`config.mk`:
```
export PLATFORM = sky130hd
export DESIGN_NAME = sha1_hash_engine_flat
export DESIGN_NICKNAME = d
export VERILOG_FILES = /design/src/rtl/core/sha1_pkg.sv /design/src/rtl/core/sha1_if.sv /design/src/rtl/core/sha1_hash_engine.sv /design/src/rtl/core/sha1_ram.sv /design/src/rtl/core/sha1_sched.sv /design/src/rtl/core/sha1_round.sv /design/src/flat_wrapper.sv
export SDC_FILE = /design/constraint.sdc
export NUM_CORES = 2
export LEC_CHECK = 0
export BUFFER_PORTS_ARGS = -buffer_cell sky130_fd_sc_hd__buf_2
export CAP_MARGIN = 20
export CORE_MARGIN = 1.5
export CORE_UTILIZATION = 57
export CTS_CLUSTER_DIAMETER = 100
export DETAILED_ROUTE_END_ITERATION = 10
export PLACE_DENSITY = 0.83
export SLEW_MARGIN = 40
export SYNTH_ARGS = -nofsm -noshare
export SYNTH_HDL_FRONTEND = slang
export SYNTH_SLANG_ARGS = --single-unit
```
`constraint.sdc`:
```
create_clock -name i_clk -period 19.4 [get_ports i_clk]
set_clock_uncertainty 0.15 [all_clocks]
set_input_delay 3.88 -clock i_clk [delete_from_list [all_inputs] [get_ports i_clk]]
set_output_delay 3.88 -clock i_clk [all_outputs]
set_load 0.1 [all_outputs]
```
`src/rtl/core/sha1_pkg.sv`:
```
// shared types, round constants and initial chaining values of the sha-1 engine
package sha1_pkg;

    // round constants
    localparam logic [31:0] K_R0 = 32'h5A827999;
    localparam logic [31:0] K_R1 = 32'h6ED9EBA1;
    localparam logic [31:0] K_R2 = 32'h8F1BBCDC;
    localparam logic [31:0] K_R3 = 32'hCA62C1D6;

    // initial chaining values
    localparam logic [31:0] H_INIT0 = 32'h67452301;
    localparam logic [31:0] H_INIT1 = 32'hEFCDAB89;
    localparam logic [31:0] H_INIT2 = 32'h98BADCFE;
    localparam logic [31:0] H_INIT3 = 32'h10325476;
    localparam logic [31:0] H_INIT4 = 32'hC3D2E1F0;

    // padding marker byte
    localparam logic [7:0] PAD_BYTE = 8'h80;

    // geometry
    localparam int unsigned BLOCK_WORDS = 16;
    localparam int unsigned ROUNDS      = 80;
    localparam int unsigned CHAIN_WORDS = 5;

    typedef logic [31:0] t_word;
    typedef logic [CHAIN_WORDS-1:0][31:0] t_chain;

    // control from the sequencer to the schedule and round datapath
    typedef struct packed {
        logic       load;   // copy chaining words into the working registers
        logic       step;   // run one round
        logic       add;    // fold working registers into the chaining words
        logic       init;   // return chaining words to their initial values
        logic [6:0] rnd;    // current round number
    } t_rnd_ctl;

endpackage

```
`src/rtl/core/sha1_if.sv`:
```
// item channels of the sha-1 engine: byte input and digest word output
interface sha1_in_if;
    logic       valid;
    logic       ready;
    logic       mode;
    logic [7:0] data_byte;

    modport source (output valid, output mode, output data_byte, input ready);
    modport sink   (input valid, input mode, input data_byte, output ready);
endinterface

interface sha1_out_if;
    logic        valid;
    logic        ready;
    logic [31:0] digest_word;
    logic [2:0]  word_index;
    logic        last_word;

    modport source (output valid, output digest_word, output word_index,
                    output last_word, input ready);
    modport sink   (input valid, input digest_word, input word_index,
                    input last_word, output ready);
endinterface

```
`src/rtl/core/sha1_hash_engine.sv`:
```
// sha-1 engine top level: byte buffering, padding, sequencing and digest output
//
// Streaming SHA-1. A mode-0 item absorbs one message byte; bytes are packed
// into words and written to a 16 x 32 block ram. Each 64th byte starts a
// compression (a ram prime step, 80 rounds at one round per cycle, a chaining
// add) during which no item is accepted. A mode-1 item finalizes: the rest of
// the block is padded at one ram word per cycle (16 minus the buffered word
// count), then compressed; with 56 or more bytes buffered a second padded
// block of 16 writes and another compression follows. The five digest words
// then leave through an output register, one per cycle while the sink takes
// them, H0 first, and the engine is ready for a new message. The round loop,
// fed from the block ram and a sixteen-word schedule window, sets the
// throughput.
module sha1_hash_engine import sha1_pkg::*; (
    input  logic              i_clk,
    input  logic              i_rst_n,
    sha1_in_if.sink           i_in,
    sha1_out_if.source        o_out
);

    typedef enum logic [5:0] {
        ST_IDLE  = 6'b000001,
        ST_PAD   = 6'b000010,
        ST_PRIME = 6'b000100,
        ST_ROUND = 6'b001000,
        ST_ADD   = 6'b010000,
        ST_EMIT  = 6'b100000
    } t_state;

    t_state      r_state, n_state;
    logic [5:0]  r_fill;
    logic [63:0] r_bits;
    logic [23:0] r_acc;
    logic        r_fin, r_extra, r_pad_first;
    logic [3:0]  r_pad_idx;
    logic [6:0]  r_rnd;
    logic [2:0]  r_emit_idx;
    logic        r_ov;
    t_word       r_out_word;
    logic [2:0]  r_out_idx;
    logic        r_out_last;

    logic        w_in_acc, w_absorb, w_final, w_emit_go;
    logic        w_ram_we;
    logic [3:0]  w_ram_waddr, w_ram_raddr;
    t_word       w_ram_wdata, w_ram_rdata, w_pad_word, w_pad_data, w_w;
    t_chain      w_chain;
    t_rnd_ctl    w_ctl;

    // input handshake
    assign i_in.ready = (r_state == ST_IDLE);
    assign w_in_acc   = i_in.valid && i_in.ready;
    assign w_absorb   = w_in_acc && !i_in.mode;
    assign w_final    = w_in_acc && i_in.mode;
    assign w_emit_go  = (r_state == ST_EMIT) && (!r_ov || o_out.ready);

    // word holding the marker after the buffered bytes of a partial word
    always_comb begin
        case (r_fill[1:0])
            2'd0:    w_pad_word = {PAD_BYTE, 24'h0};
            2'd1:    w_pad_word = {r_acc[7:0], PAD_BYTE, 16'h0};
            2'd2:    w_pad_word = {r_acc[15:0], PAD_BYTE, 8'h0};
            default: w_pad_word = {r_acc[23:0], PAD_BYTE};
        endcase
    end

    // padding pass data: marker word, bit count in the last two words of the final block, else zero
    always_comb begin
        if (r_pad_first) begin
            w_pad_data = w_pad_word;
        end else if (!r_extra && r_pad_idx == 4'd14) begin
            w_pad_data = r_bits[63:32];
        end else if (!r_extra && r_pad_idx == 4'd15) begin
            w_pad_data = r_bits[31:0];
        end else begin
            w_pad_data = '0;
        end
    end

    // block ram access
    always_comb begin
        if (r_state == ST_PAD) begin
            w_ram_we    = 1'b1;
            w_ram_waddr = r_pad_idx;
            w_ram_wdata = w_pad_data;
        end else begin
            w_ram_we    = w_absorb && (r_fill[1:0] == 2'd3);
            w_ram_waddr = r_fill[5:2];
            w_ram_wdata = {r_acc, i_in.data_byte};
        end
        w_ram_raddr = (r_state == ST_PRIME) ? 4'd0 : (r_rnd[3:0] + 4'd1);
    end

    // datapath control
    always_comb begin
        w_ctl.load = (r_state == ST_PRIME);
        w_ctl.step = (r_state == ST_ROUND);
        w_ctl.add  = (r_state == ST_ADD);
        w_ctl.init = w_emit_go && (r_emit_idx == 3'd4);
        w_ctl.rnd  = r_rnd;
    end

    // next state
    always_comb begin
        n_state = r_state;
        unique case (r_state)
            ST_IDLE: begin
                if (w_final) begin
                    n_state = ST_PAD;
                end else if (w_absorb && r_fill == 6'd63) begin
                    n_state = ST_PRIME;
                end
            end
            ST_PAD: begin
                if (r_pad_idx == 4'd15) begin
                    n_state = ST_PRIME;
                end
            end
            ST_PRIME: n_state = ST_ROUND;
            ST_ROUND: begin
                if (r_rnd == 7'(ROUNDS - 1)) begin
                    n_state = ST_ADD;
                end
            end
            ST_ADD: begin
                if (r_fin && r_extra) begin
                    n_state = ST_PAD;
                end else if (r_fin) begin
                    n_state = ST_EMIT;
                end else begin
                    n_state = ST_IDLE;
                end
            end
            ST_EMIT: begin
                if (w_ctl.init) begin
                    n_state = ST_IDLE;
                end
            end
            default: n_state = ST_IDLE;
        endcase
    end

    // sequencer and message bookkeeping
    always_ff @(posedge i_clk) begin
        if (!i_rst_n) begin
            r_state     <= ST_IDLE;
            r_fill      <= '0;
            r_bits      <= '0;
            r_fin       <= 1'b0;
            r_extra     <= 1'b0;
            r_pad_first <= 1'b0;
            r_pad_idx   <= '0;
            r_rnd       <= '0;
            r_emit_idx  <= '0;
        end else begin
            r_state <= n_state;
            if (w_absorb) begin
                r_fill <= r_fill + 6'd1;
                r_bits <= r_bits + 64'd8;
            end
            if (w_final) begin
                r_fin       <= 1'b1;
                r_extra     <= (r_fill[5:3] == 3'b111);
                r_pad_first <= 1'b1;
                r_pad_idx   <= r_fill[5:2];
            end
            if (r_state == ST_PAD) begin
                r_pad_first <= 1'b0;
                r_pad_idx   <= r_pad_idx + 4'd1;
            end
            if (r_state == ST_PRIME) begin
                r_rnd <= '0;
            end
            if (r_state == ST_ROUND) begin
                r_rnd <= r_rnd + 7'd1;
            end
            if (r_state == ST_ADD) begin
                r_emit_idx <= '0;
                if (r_fin && r_extra) begin
                    r_extra   <= 1'b0;
                    r_pad_idx <= '0;
                end
            end
            if (w_emit_go) begin
                r_emit_idx <= r_emit_idx + 3'd1;
            end
            // fresh message once the last digest word is taken into the output
            if (w_ctl.init) begin
                r_fill <= '0;
                r_bits <= '0;
                r_fin  <= 1'b0;
            end
        end
    end

    // partial word assembly
    always_ff @(posedge i_clk) begin
        if (w_absorb) begin
            r_acc <= {r_acc[15:0], i_in.data_byte};
        end
    end

    // output register
    always_ff @(posedge i_clk) begin
        if (!i_rst_n) begin
            r_ov <= 1'b0;
        end else if (w_emit_go) begin
            r_ov <= 1'b1;
        end else if (o_out.ready) begin
            r_ov <= 1'b0;
        end
    end

    always_ff @(posedge i_clk) begin
        if (w_emit_go) begin
            r_out_word <= w_chain[r_emit_idx];
            r_out_idx  <= r_emit_idx;
            r_out_last <= (r_emit_idx == 3'd4);
        end
    end

    assign o_out.valid       = r_ov;
    assign o_out.digest_word = r_out_word;
    assign o_out.word_index  = r_out_idx;
    assign o_out.last_word   = r_out_last;

    // block buffer
    sha1_ram #(
        .WIDTH(32),
        .DEPTH(16)
    ) u_blk_ram (
        .i_clk   (i_clk),
        .i_we    (w_ram_we),
        .i_waddr (w_ram_waddr),
        .i_wdata (w_ram_wdata),
        .i_raddr (w_ram_raddr),
        .o_rdata (w_ram_rdata)
    );

    // message schedule
    sha1_sched u_sched (
        .i_clk      (i_clk),
        .i_ctl      (w_ctl),
        .i_ram_word (w_ram_rdata),
        .o_w        (w_w)
    );

    // compression rounds and chaining words
    sha1_round u_round (
        .i_clk   (i_clk),
        .i_rst_n (i_rst_n),
        .i_ctl   (w_ctl),
        .i_w     (w_w),
        .o_chain (w_chain)
    );

endmodule

```
`src/rtl/core/sha1_ram.sv`:
```
// generic single-write single-read ram with registered read data
module sha1_ram #(
    parameter int unsigned WIDTH = 32,
    parameter int unsigned DEPTH = 16
) (
    input  logic                     i_clk,
    input  logic                     i_we,
    input  logic [$clog2(DEPTH)-1:0] i_waddr,
    input  logic [WIDTH-1:0]         i_wdata,
    input  logic [$clog2(DEPTH)-1:0] i_raddr,
    output logic [WIDTH-1:0]         o_rdata
);

    logic [WIDTH-1:0] r_mem [DEPTH];
    logic [WIDTH-1:0] r_rdata;

    // write port and registered read port
    always_ff @(posedge i_clk) begin
        if (i_we) begin
            r_mem[i_waddr] <= i_wdata;
        end
        r_rdata <= r_mem[i_raddr];
    end

    assign o_rdata = r_rdata;

endmodule

```
`src/rtl/core/sha1_sched.sv`:
```
// message schedule: sixteen-word sliding window fed from the block ram
module sha1_sched import sha1_pkg::*; (
    input  logic     i_clk,
    input  t_rnd_ctl i_ctl,
    input  t_word    i_ram_word,
    output t_word    o_w
);

    t_word r_win [BLOCK_WORDS];
    t_word w_mix;

    // expansion from the window, or the stored word in the first sixteen rounds
    always_comb begin
        w_mix = r_win[13] ^ r_win[8] ^ r_win[2] ^ r_win[0];
        if (i_ctl.rnd[6:4] == 3'd0) begin
            o_w = i_ram_word;
        end else begin
            o_w = {w_mix[30:0], w_mix[31]};
        end
    end

    // window shifts by one word per round
    always_ff @(posedge i_clk) begin
        if (i_ctl.step) begin
            for (int i = 0; i < BLOCK_WORDS - 1; i++) begin
                r_win[i] <= r_win[i+1];
            end
            r_win[BLOCK_WORDS-1] <= o_w;
        end
    end

endmodule

```
`src/rtl/core/sha1_round.sv`:
```
// compression datapath: working registers, round function and chaining words
module sha1_round import sha1_pkg::*; (
    input  logic     i_clk,
    input  logic     i_rst_n,
    input  t_rnd_ctl i_ctl,
    input  t_word    i_w,
    output t_chain   o_chain
);

    t_chain r_h;
    t_word  r_a, r_b, r_c, r_d, r_e;
    t_word  w_f, w_k, w_t;

    // round function and constant by round group
    always_comb begin
        if (i_ctl.rnd < 7'd20) begin
            w_f = (r_b & r_c) | (~r_b & r_d);
            w_k = K_R0;
        end else if (i_ctl.rnd < 7'd40) begin
            w_f = r_b ^ r_c ^ r_d;
            w_k = K_R1;
        end else if (i_ctl.rnd < 7'd60) begin
            w_f = (r_b & r_c) | (r_b & r_d) | (r_c & r_d);
            w_k = K_R2;
        end else begin
            w_f = r_b ^ r_c ^ r_d;
            w_k = K_R3;
        end
        w_t = {r_a[26:0], r_a[31:27]} + w_f + r_e + w_k + i_w;
    end

    // working registers
    always_ff @(posedge i_clk) begin
        if (i_ctl.load) begin
            r_a <= r_h[0];
            r_b <= r_h[1];
            r_c <= r_h[2];
            r_d <= r_h[3];
            r_e <= r_h[4];
        end else if (i_ctl.step) begin
            r_a <= w_t;
            r_b <= r_a;
            r_c <= {r_b[1:0], r_b[31:2]};
            r_d <= r_c;
            r_e <= r_d;
        end
    end

    // chaining words
    always_ff @(posedge i_clk) begin
        if (!i_rst_n || i_ctl.init) begin
            r_h <= {H_INIT4, H_INIT3, H_INIT2, H_INIT1, H_INIT0};
        end else if (i_ctl.add) begin
            r_h[0] <= r_h[0] + r_a;
            r_h[1] <= r_h[1] + r_b;
            r_h[2] <= r_h[2] + r_c;
            r_h[3] <= r_h[3] + r_d;
            r_h[4] <= r_h[4] + r_e;
        end
    end

    assign o_chain = r_h;

endmodule

```
`src/flat_wrapper.sv`:
```
// flat-port wrapper written by rule: the top's interface ports become plain ports
module sha1_hash_engine_flat import sha1_pkg::*;
  (i_clk, i_rst_n, i_in_valid, i_in_mode, i_in_data_byte, i_in_ready, o_out_valid, o_out_digest_word, o_out_word_index, o_out_last_word, o_out_ready);
  sha1_in_if i_in_i ();
  sha1_out_if o_out_i ();
  input  logic i_clk;
  input  logic i_rst_n;
  input wire logic [$bits(i_in_i.valid)-1:0] i_in_valid;
  input wire logic [$bits(i_in_i.mode)-1:0] i_in_mode;
  input wire logic [$bits(i_in_i.data_byte)-1:0] i_in_data_byte;
  output wire logic [$bits(i_in_i.ready)-1:0] i_in_ready;
  output wire logic [$bits(o_out_i.valid)-1:0] o_out_valid;
  output wire logic [$bits(o_out_i.digest_word)-1:0] o_out_digest_word;
  output wire logic [$bits(o_out_i.word_index)-1:0] o_out_word_index;
  output wire logic [$bits(o_out_i.last_word)-1:0] o_out_last_word;
  input wire logic [$bits(o_out_i.ready)-1:0] o_out_ready;
  assign i_in_i.valid = i_in_valid;
  assign i_in_i.mode = i_in_mode;
  assign i_in_i.data_byte = i_in_data_byte;
  assign i_in_ready = i_in_i.ready;
  assign o_out_valid = o_out_i.valid;
  assign o_out_digest_word = o_out_i.digest_word;
  assign o_out_word_index = o_out_i.word_index;
  assign o_out_last_word = o_out_i.last_word;
  assign o_out_i.ready = o_out_ready;
  sha1_hash_engine u_core (.i_clk(i_clk), .i_rst_n(i_rst_n), .i_in(i_in_i), .o_out(o_out_i));
endmodule
```
Yosys cells after proc, flatten, opt, wreduce, memory -nomap -nowiden
Memories as Yosys holds them, arrays and structs flattened. A register that Yosys moved wholly into a read port is not among the register bits.
Index checks and enable logic that the tools add are counted.
{"block": "word_totals", "ff_bits": 474, "memories": 2, "in_bits": 13, "ramBits": 1024, "elab_cells": 154}
{"memory": "u_core.u_blk_ram.r_mem", "words": 16, "width": 32, "rd": 1, "rd_ports_with_merged_regs": 1, "write_ports": 1, "line_no": "sha1_ram.sv:14", "rtl": "logic [WIDTH-1:0] r_mem [DEPTH];"}
{"memory": "u_core.u_sched.r_win", "words": 16, "width": 32, "rd": 16, "rd_ports_with_merged_regs": 0, "write_ports": 16, "line_no": "sha1_sched.sv:9", "rtl": "t_word r_win [BLOCK_WORDS];"}
{"block": "op_classes", "n_lt_le_gt_ge": 4, "add_sub_neg": 15, "n_eq_ne": 19, "n_reduce_logical": 24, "n_mux": 52, "n_bitwise": 14}
{"operator": "$mux W32", "count": 21}
{"operator": "$add A32 B32 Y32", "count": 9}
{"operator": "$xor A32 B32 Y32", "count": 5}
{"operator": "$and A32 B32 Y32", "count": 4}
{"operator": "$bmux W32 S3", "count": 1}
{"operator": "$or A32 B32 Y32", "count": 3}
{"operator": "$pmux W32 S3", "count": 1}
{"operator": "$add A64 B4 Y64 const B", "count": 1}
{"operator": "$mux W6", "count": 7}
{"operator": "$pmux W6 S6", "count": 1}
{"operator": "$not A32 Y32", "count": 1}
{"operator": "$mux W31", "count": 1}
{"operator": "$mux W4", "count": 6}
{"operator": "$lt A7 B6 Y1 const B", "count": 2}
{"operator": "$mux W7", "count": 2}
{"operator": "$eq A6 B6 Y1 const B", "count": 2}
{"operator": "$logic_and A1 B1 Y1", "count": 10}
{"operator": "$mux W1", "count": 10}
{"operator": "$add A4 B1 Y4 const B", "count": 2}
{"operator": "$eq A4 B4 Y1 const B", "count": 2}
{"operator": "$add A7 B1 Y7 const B", "count": 1}
{"operator": "$eq A7 B7 Y1 const B", "count": 1}
{"operator": "$lt A7 B5 Y1 const B", "count": 1}
{"operator": "$add A6 B1 Y6 const B", "count": 1}
{"operator": "other kinds (22)", "count": 33}

Logic depth before layout (Yosys ltp)
{"block": "logic_depth", "word_depth": 12, "mapped_depth": 25, "mapped_depth_nobuf": 23}

Cells and area by module
From an unflattened synthesis, not the netlist that was laid out.
{"block": "unflattened", "hier_cells": 5096, "area_unflattened_um2": 69860.8}
{"module": "sha1_round", "instances": 1, "area_each_um2": 24945.2, "seq_area_each_um2": 8007.7, "cells_each": 2636}
{"module": "sha1_ram", "instances": 1, "area_each_um2": 19854.0, "seq_area_each_um2": 16015.4, "cells_each": 838}
{"module": "sha1_sched", "instances": 1, "area_each_um2": 16549.6, "seq_area_each_um2": 15374.7, "cells_each": 679}
{"module": "sha1_hash_engine", "instances": 1, "area_each_um2": 8511.9, "seq_area_each_um2": 3623.5, "cells_each": 943}

Least setup slack after synthesis
No wires, ideal clock.
{"block": "synth_timing", "path_type": "reg2reg", "start": "register u_core.r_state[2]", "end": "register u_core.u_round.r_a[0] (enable)", "t_required_ns": 18.445, "t_arrival_ns": 17.704, "setup_ns": 0.805, "path_slack_ns": 0.741, "period_less_slack_ns": 18.659, "stages_incl_launch_ff": 6, "n_path_buf": 0, "path_cell_list": "dfxtp_1 -> nor4_1 -> nand3b_1 -> clkinv_1 -> nor2_1 -> inv_1"}
{"block": "synth_via", "elab_chain_cells": 2}
{"item": "start, declared", "line_no": "sha1_hash_engine.sv:30", "rtl": "t_state r_state, n_state;"}
{"item": "start signal, assigned", "line_no": "sha1_hash_engine.sv:156", "rtl": "r_state <= n_state;"}
{"item": "$eq A6 B4 Y1 / $eq A6 B3 Y1 (equally long branches)", "line_no": "sha1_hash_engine.sv:97, sha1_hash_engine.sv:96"}
{"item": "$reduce_bool A2 Y1 (no line) (*)"}
{"item": "end signal, assigned", "line_no": "sha1_round.sv:35", "rtl": "r_a <= r_h[0];"}
{"item": "end signal, assigned", "line_no": "sha1_round.sv:41", "rtl": "r_a <= w_t;"}
{"item": "end, declared", "line_no": "sha1_round.sv:11", "rtl": "t_word r_a, r_b, r_c, r_d, r_e;"}
Every way passes the cells marked *; elsewhere a longest branch is shown, timed or not.
A chain may end at the register's enable or synchronous reset.

Worst setup path after layout
{"block": "layout_timing", "start": "register u_core.r_rnd[2]", "end": "register u_core.u_round.r_a[29], data pin"}
{"block": "layout_via", "elab_chain_cells": 10}
{"item": "start, declared", "line_no": "sha1_hash_engine.sv:36", "rtl": "logic [6:0] r_rnd;"}
{"item": "start signal, assigned", "line_no": "sha1_hash_engine.sv:175", "rtl": "r_rnd <= r_rnd + 7'd1;"}
{"item": "$lt A7 B6 Y1", "line_no": "sha1_round.sv:22", "rtl": "end else if (i_ctl.rnd < 7'd60) begin"}
{"item": "$mux W32", "line_no": "sha1_round.sv:22"}
{"item": "$mux W32", "line_no": "sha1_round.sv:19", "rtl": "end else if (i_ctl.rnd < 7'd40) begin"}
{"item": "$mux W32", "line_no": "sha1_round.sv:16", "rtl": "if (i_ctl.rnd < 7'd20) begin"}
{"item": "$add A32 B32 Y32 (2 in series)", "line_no": "sha1_round.sv:29", "rtl": "w_t = {r_a[26:0], r_a[31:27]} + w_f + r_e + w_k + i_w;"}
{"item": "$add A32 B32 Y32 (*) (2 in series)", "line_no": "sha1_round.sv:29"}
{"item": "$mux W32 (*)", "line_no": "sha1_round.sv:40", "rtl": "end else if (i_ctl.step) begin"}
{"item": "$mux W32 (*)", "line_no": "sha1_round.sv:34", "rtl": "if (i_ctl.load) begin"}
Every way passes the cells marked *; elsewhere a longest branch is shown, timed or not. The select of a mux whose other input is x is not followed.

==> flow_summary_export.csv <==
group,metric,value,unit
setup_path,cp-start-kind,"flop",
synthesis,synth.avg_cell_area,12.6,um^2
finish,syn2layout_area_growth,11.4,%
placement,preCtsSetupSlack,12380,ps
finish,mostFrequentLayoutCells,"edfxtp_1 (1244), nand2_1 (862), a21oi_1 (310)",
hold_path,hp-start,"u_core.u_sched.r_win[1][59]",
power,p_per_area,139,mW/mm^2
clock_tree,cts_max_path_buffers,3,
finish,nets,5942,
clock_tree,h-tree-depth,4,
placement,gp_congestion,0.960,
sta,slew_headroom,0.390,
sta,slew_viol_final,0,
grt,grt_first_pass_wirelength,273,mm
sta,fin_setup_tns,0,ps
placement,hpwl,117,mm
synthesis,synth-edff-count,1244,
setup_path,worstPathCellList,"a41oi_1, buf_4, nand2_1, buf_4, inv_2, nor2_2, a221oi_1, fa_1, fa_1, inv_1, ha_1, inv_1, fa_1, nor2b_1, o21ai_1, a21boi_0, o21ai_0, a2111oi_0, o21ai_1, o31ai_1, a31oi_1, xor2_1, o21ai_1",
route,dr.pass1.iters,7,
setup_path,worstPathMaxFanout,26,
setup_path,r2r_cells,23,
placement,dpl_cell_area,0.0722,mm^2
synthesis,synth_fp_nets,5886,
sta,finalWorstSetupSlack,12100,ps
run,max-cap-violations,0,
setup_path,cp-end-kind,"flop",
floorplanning,io_pins,51,
synthesis,ys_ff_latch,1527,
sta,min_period,7300,ps
setup_path,cp.depth,23,
power,power.leakage,27.8,nW
grt,grt_pass1_vias,44830,
sta,fmax,137,MHz
synthesis,yosysTopAreaCell,"edfxtp_1",
synthesis,synthTopCellsByArea,"edfxtp_1 (54%), dfxtp_1 (8.1%), nand2_1 (4.7%), ha_1 (3.6%), fa_1 (3.6%)",
synthesis,synth_cell_types,89,
synthesis,ys_async_sr_fraction,0,
run_status,outcome,"completed",
floorplanning,die-area,0.124,mm^2
hold_path,min_to,"u_core.u_sched.r_win[1][27]",
route,wl,182,mm
setup_path,crit_type,"reg2reg",
synthesis,ys_seq_area_frac,0.618,
setup_path,r2r-end,"u_core.u_round.r_a[29]",
finish,stdcell_area,0.0775,mm^2
finish,layout-drive-gt1-share,0.0874,
route,antenna_left,0,
finish,layout_commonest_cell,"edfxtp_1",
sta,setup_violations,0,
clock_tree,post-cts-setup-buffer-count,0,
clock_tree,cts_resized,0,
setup_path,required,19750,ps
placement,io_buffer_count,50,
route,vias,46813,
synthesis,dominantRegCellSynth,"edfxtp_1",
floorplanning,num_rows,128,
setup_path,critPathSlowestCell,"a2111oi_0",
setup_path,critPathBufInv,5,
setup_path,r2r-start,"u_core.r_rnd[2]",
synthesis,synth_top_area_share,0.537,
grt,grt_max_degree,176,
clock_tree,clock-root-buffer,"clkbuf_16",
sta,tightest_slew,906,ps
floorplanning,die_h,352,um
clock_tree,cts_hold_buf,0,
clock_tree,cts.clk_slew.worst_paths,60,ps
floorplanning,initial_utilization,0.573,
route,remaining_drc_errors,0,
setup_path,rrSetupSlack,12100,ps
synthesis,yosysWarnings,0,
route,first_iter_violations,6110,
setup_path,slowest_delay,650,ps
setup_path,critPathTopFamily,"compound AO/OA/AOI/OAI gates",
setup_path,arrival,7650,ps
grt,overflow,0,
grt,grt_usage,0.289,
finish,fillers,8572,
route,viasPerCell,6.36,
hold_path,hold_path_class,"reg2reg",
sta,period_share,0.376,
route,wl_per_cell,24.7,um
clock_tree,cts_buffers,154,
floorplanning,core,0.121,mm^2
clock_tree,cts_tree,"done",
clock_tree,insertion_delay,800,ps
floorplanning,die_x,352,um
synthesis,netlist_area,0.0696,mm^2
clock_tree,clkSinkCount,1527,
power,max-vdd-ir-drop,0.147,mV
hold_path,hold_path_depth,0,
sta,rsz0062_at_grt,"false",
sta,hold_viol_final,0,
grt,grt_antenna_before_repair,4,
synthesis,synth_cells,5545,
## synth_stat cells (all sizes together), types with 10 or more instances
master and n:
a221o 24, a22oi 26, nor3b 17, o21a 30
and3 52, nand2b 36, o31ai 15, a21o 91
nor2b 29, a211oi 60, nand2 865, o21bai 27
edfxtp 1244, nand3 165, xnor2 208, nor3 51
a221oi 17, a311oi 34, and4 10, clkbuf 215
nor2 242, o21ai 241, buf 24, o211ai 62
nand4 21, a222oi 18, mux2i 131, or3 33
fa 125, nand3b 20, mux4 64, dfxtp 283
a21oi 311, xor2 79, inv 247, and2 14
ha 203, o22ai 66, a31oi 26, o22a 26
## layer usage
layer / routed length [um] / global-route usage / vias to the layer above
met1: 69900 / 0.390 / 23083
met5: 13 / 0 / -
met4: 8290 / 0.128 / 2
met3: 17900 / 0.0584 / 480
li1: - / - / 20501
met2: 85400 / 0.454 / 2747
## sequential cells by signal, indices dropped and copies added (netlist names), 7 cells and up
| name | cells |
|---|---|
| u_core.u_round.r_e | 32 |
| u_core.u_round.r_c | 32 |
| u_core.u_round.o_chain | 160 |
| u_core.o_out.digest_word | 32 |
| u_core.r_bits | 61 |
| u_core.u_blk_ram.o_rdata | 32 |
| u_core.r_acc | 24 |
| u_core.r_rnd | 7 |
| u_core.u_sched.r_win | 512 |
| u_core.u_round.r_d | 32 |
| u_core.u_blk_ram.r_mem | 512 |
| u_core.u_round.r_b | 32 |
| u_core.u_round.r_a | 32 |
## layout make-up
cell class,count,area [um^2],share of cell area
clock inverter,75,918,0.0118
sequential,1527,43000,0.555
timing repair buffer,139,1330,0.0172
tap,1625,2030,0.0262
inverter,248,948,0.0122
multi-input combinational,3531,25000,0.323
antenna,2,5.00,0.0000646
clock buffer,215,4220,0.0545
## stage by stage
stage	utilization	instances	hold slack, ps	total power (W)
after floorplan	-	5545	250	0.00682
after global placement	0.590	7036	250	0.00760
after detailed placement	0.595	7066	255	0.00771
after CTS	0.637	7356	243	0.0107
after global routing	0.638	7360	254	0.0113
final	0.638	7362	248	0.0108
## power breakdown
group	switching (W)	internal (W)	total (W)
registers	0.000193	0.00398	0.00417
clock network	0.00130	0.00173	0.00303
logic	0.00217	0.00142	0.00359
## how the worst max path moves through the flow
stage	end	from
after floorplan	u_core.u_round.r_a[0]	u_core.r_state[2]
after global placement	u_core.u_round.o_chain[77]	o_out_ready
after detailed placement	u_core.u_round.r_a[29]	u_core.r_rnd[2]
after CTS	u_core.u_round.r_a[29]	u_core.r_rnd[2]
after global routing	u_core.u_round.r_a[29]	u_core.r_rnd[2]
final	u_core.u_round.r_a[29]	u_core.r_rnd[2]
## kinds of logic after synthesis
group | synth area share
buf+inv | 0.0265
xor+xnor | 0.0361
flops | 0.618
fa+ha+maj | 0.0725
simple gates | 0.102
mux | 0.0400
compound gates | 0.105
(Power assumes the default switching activity.)
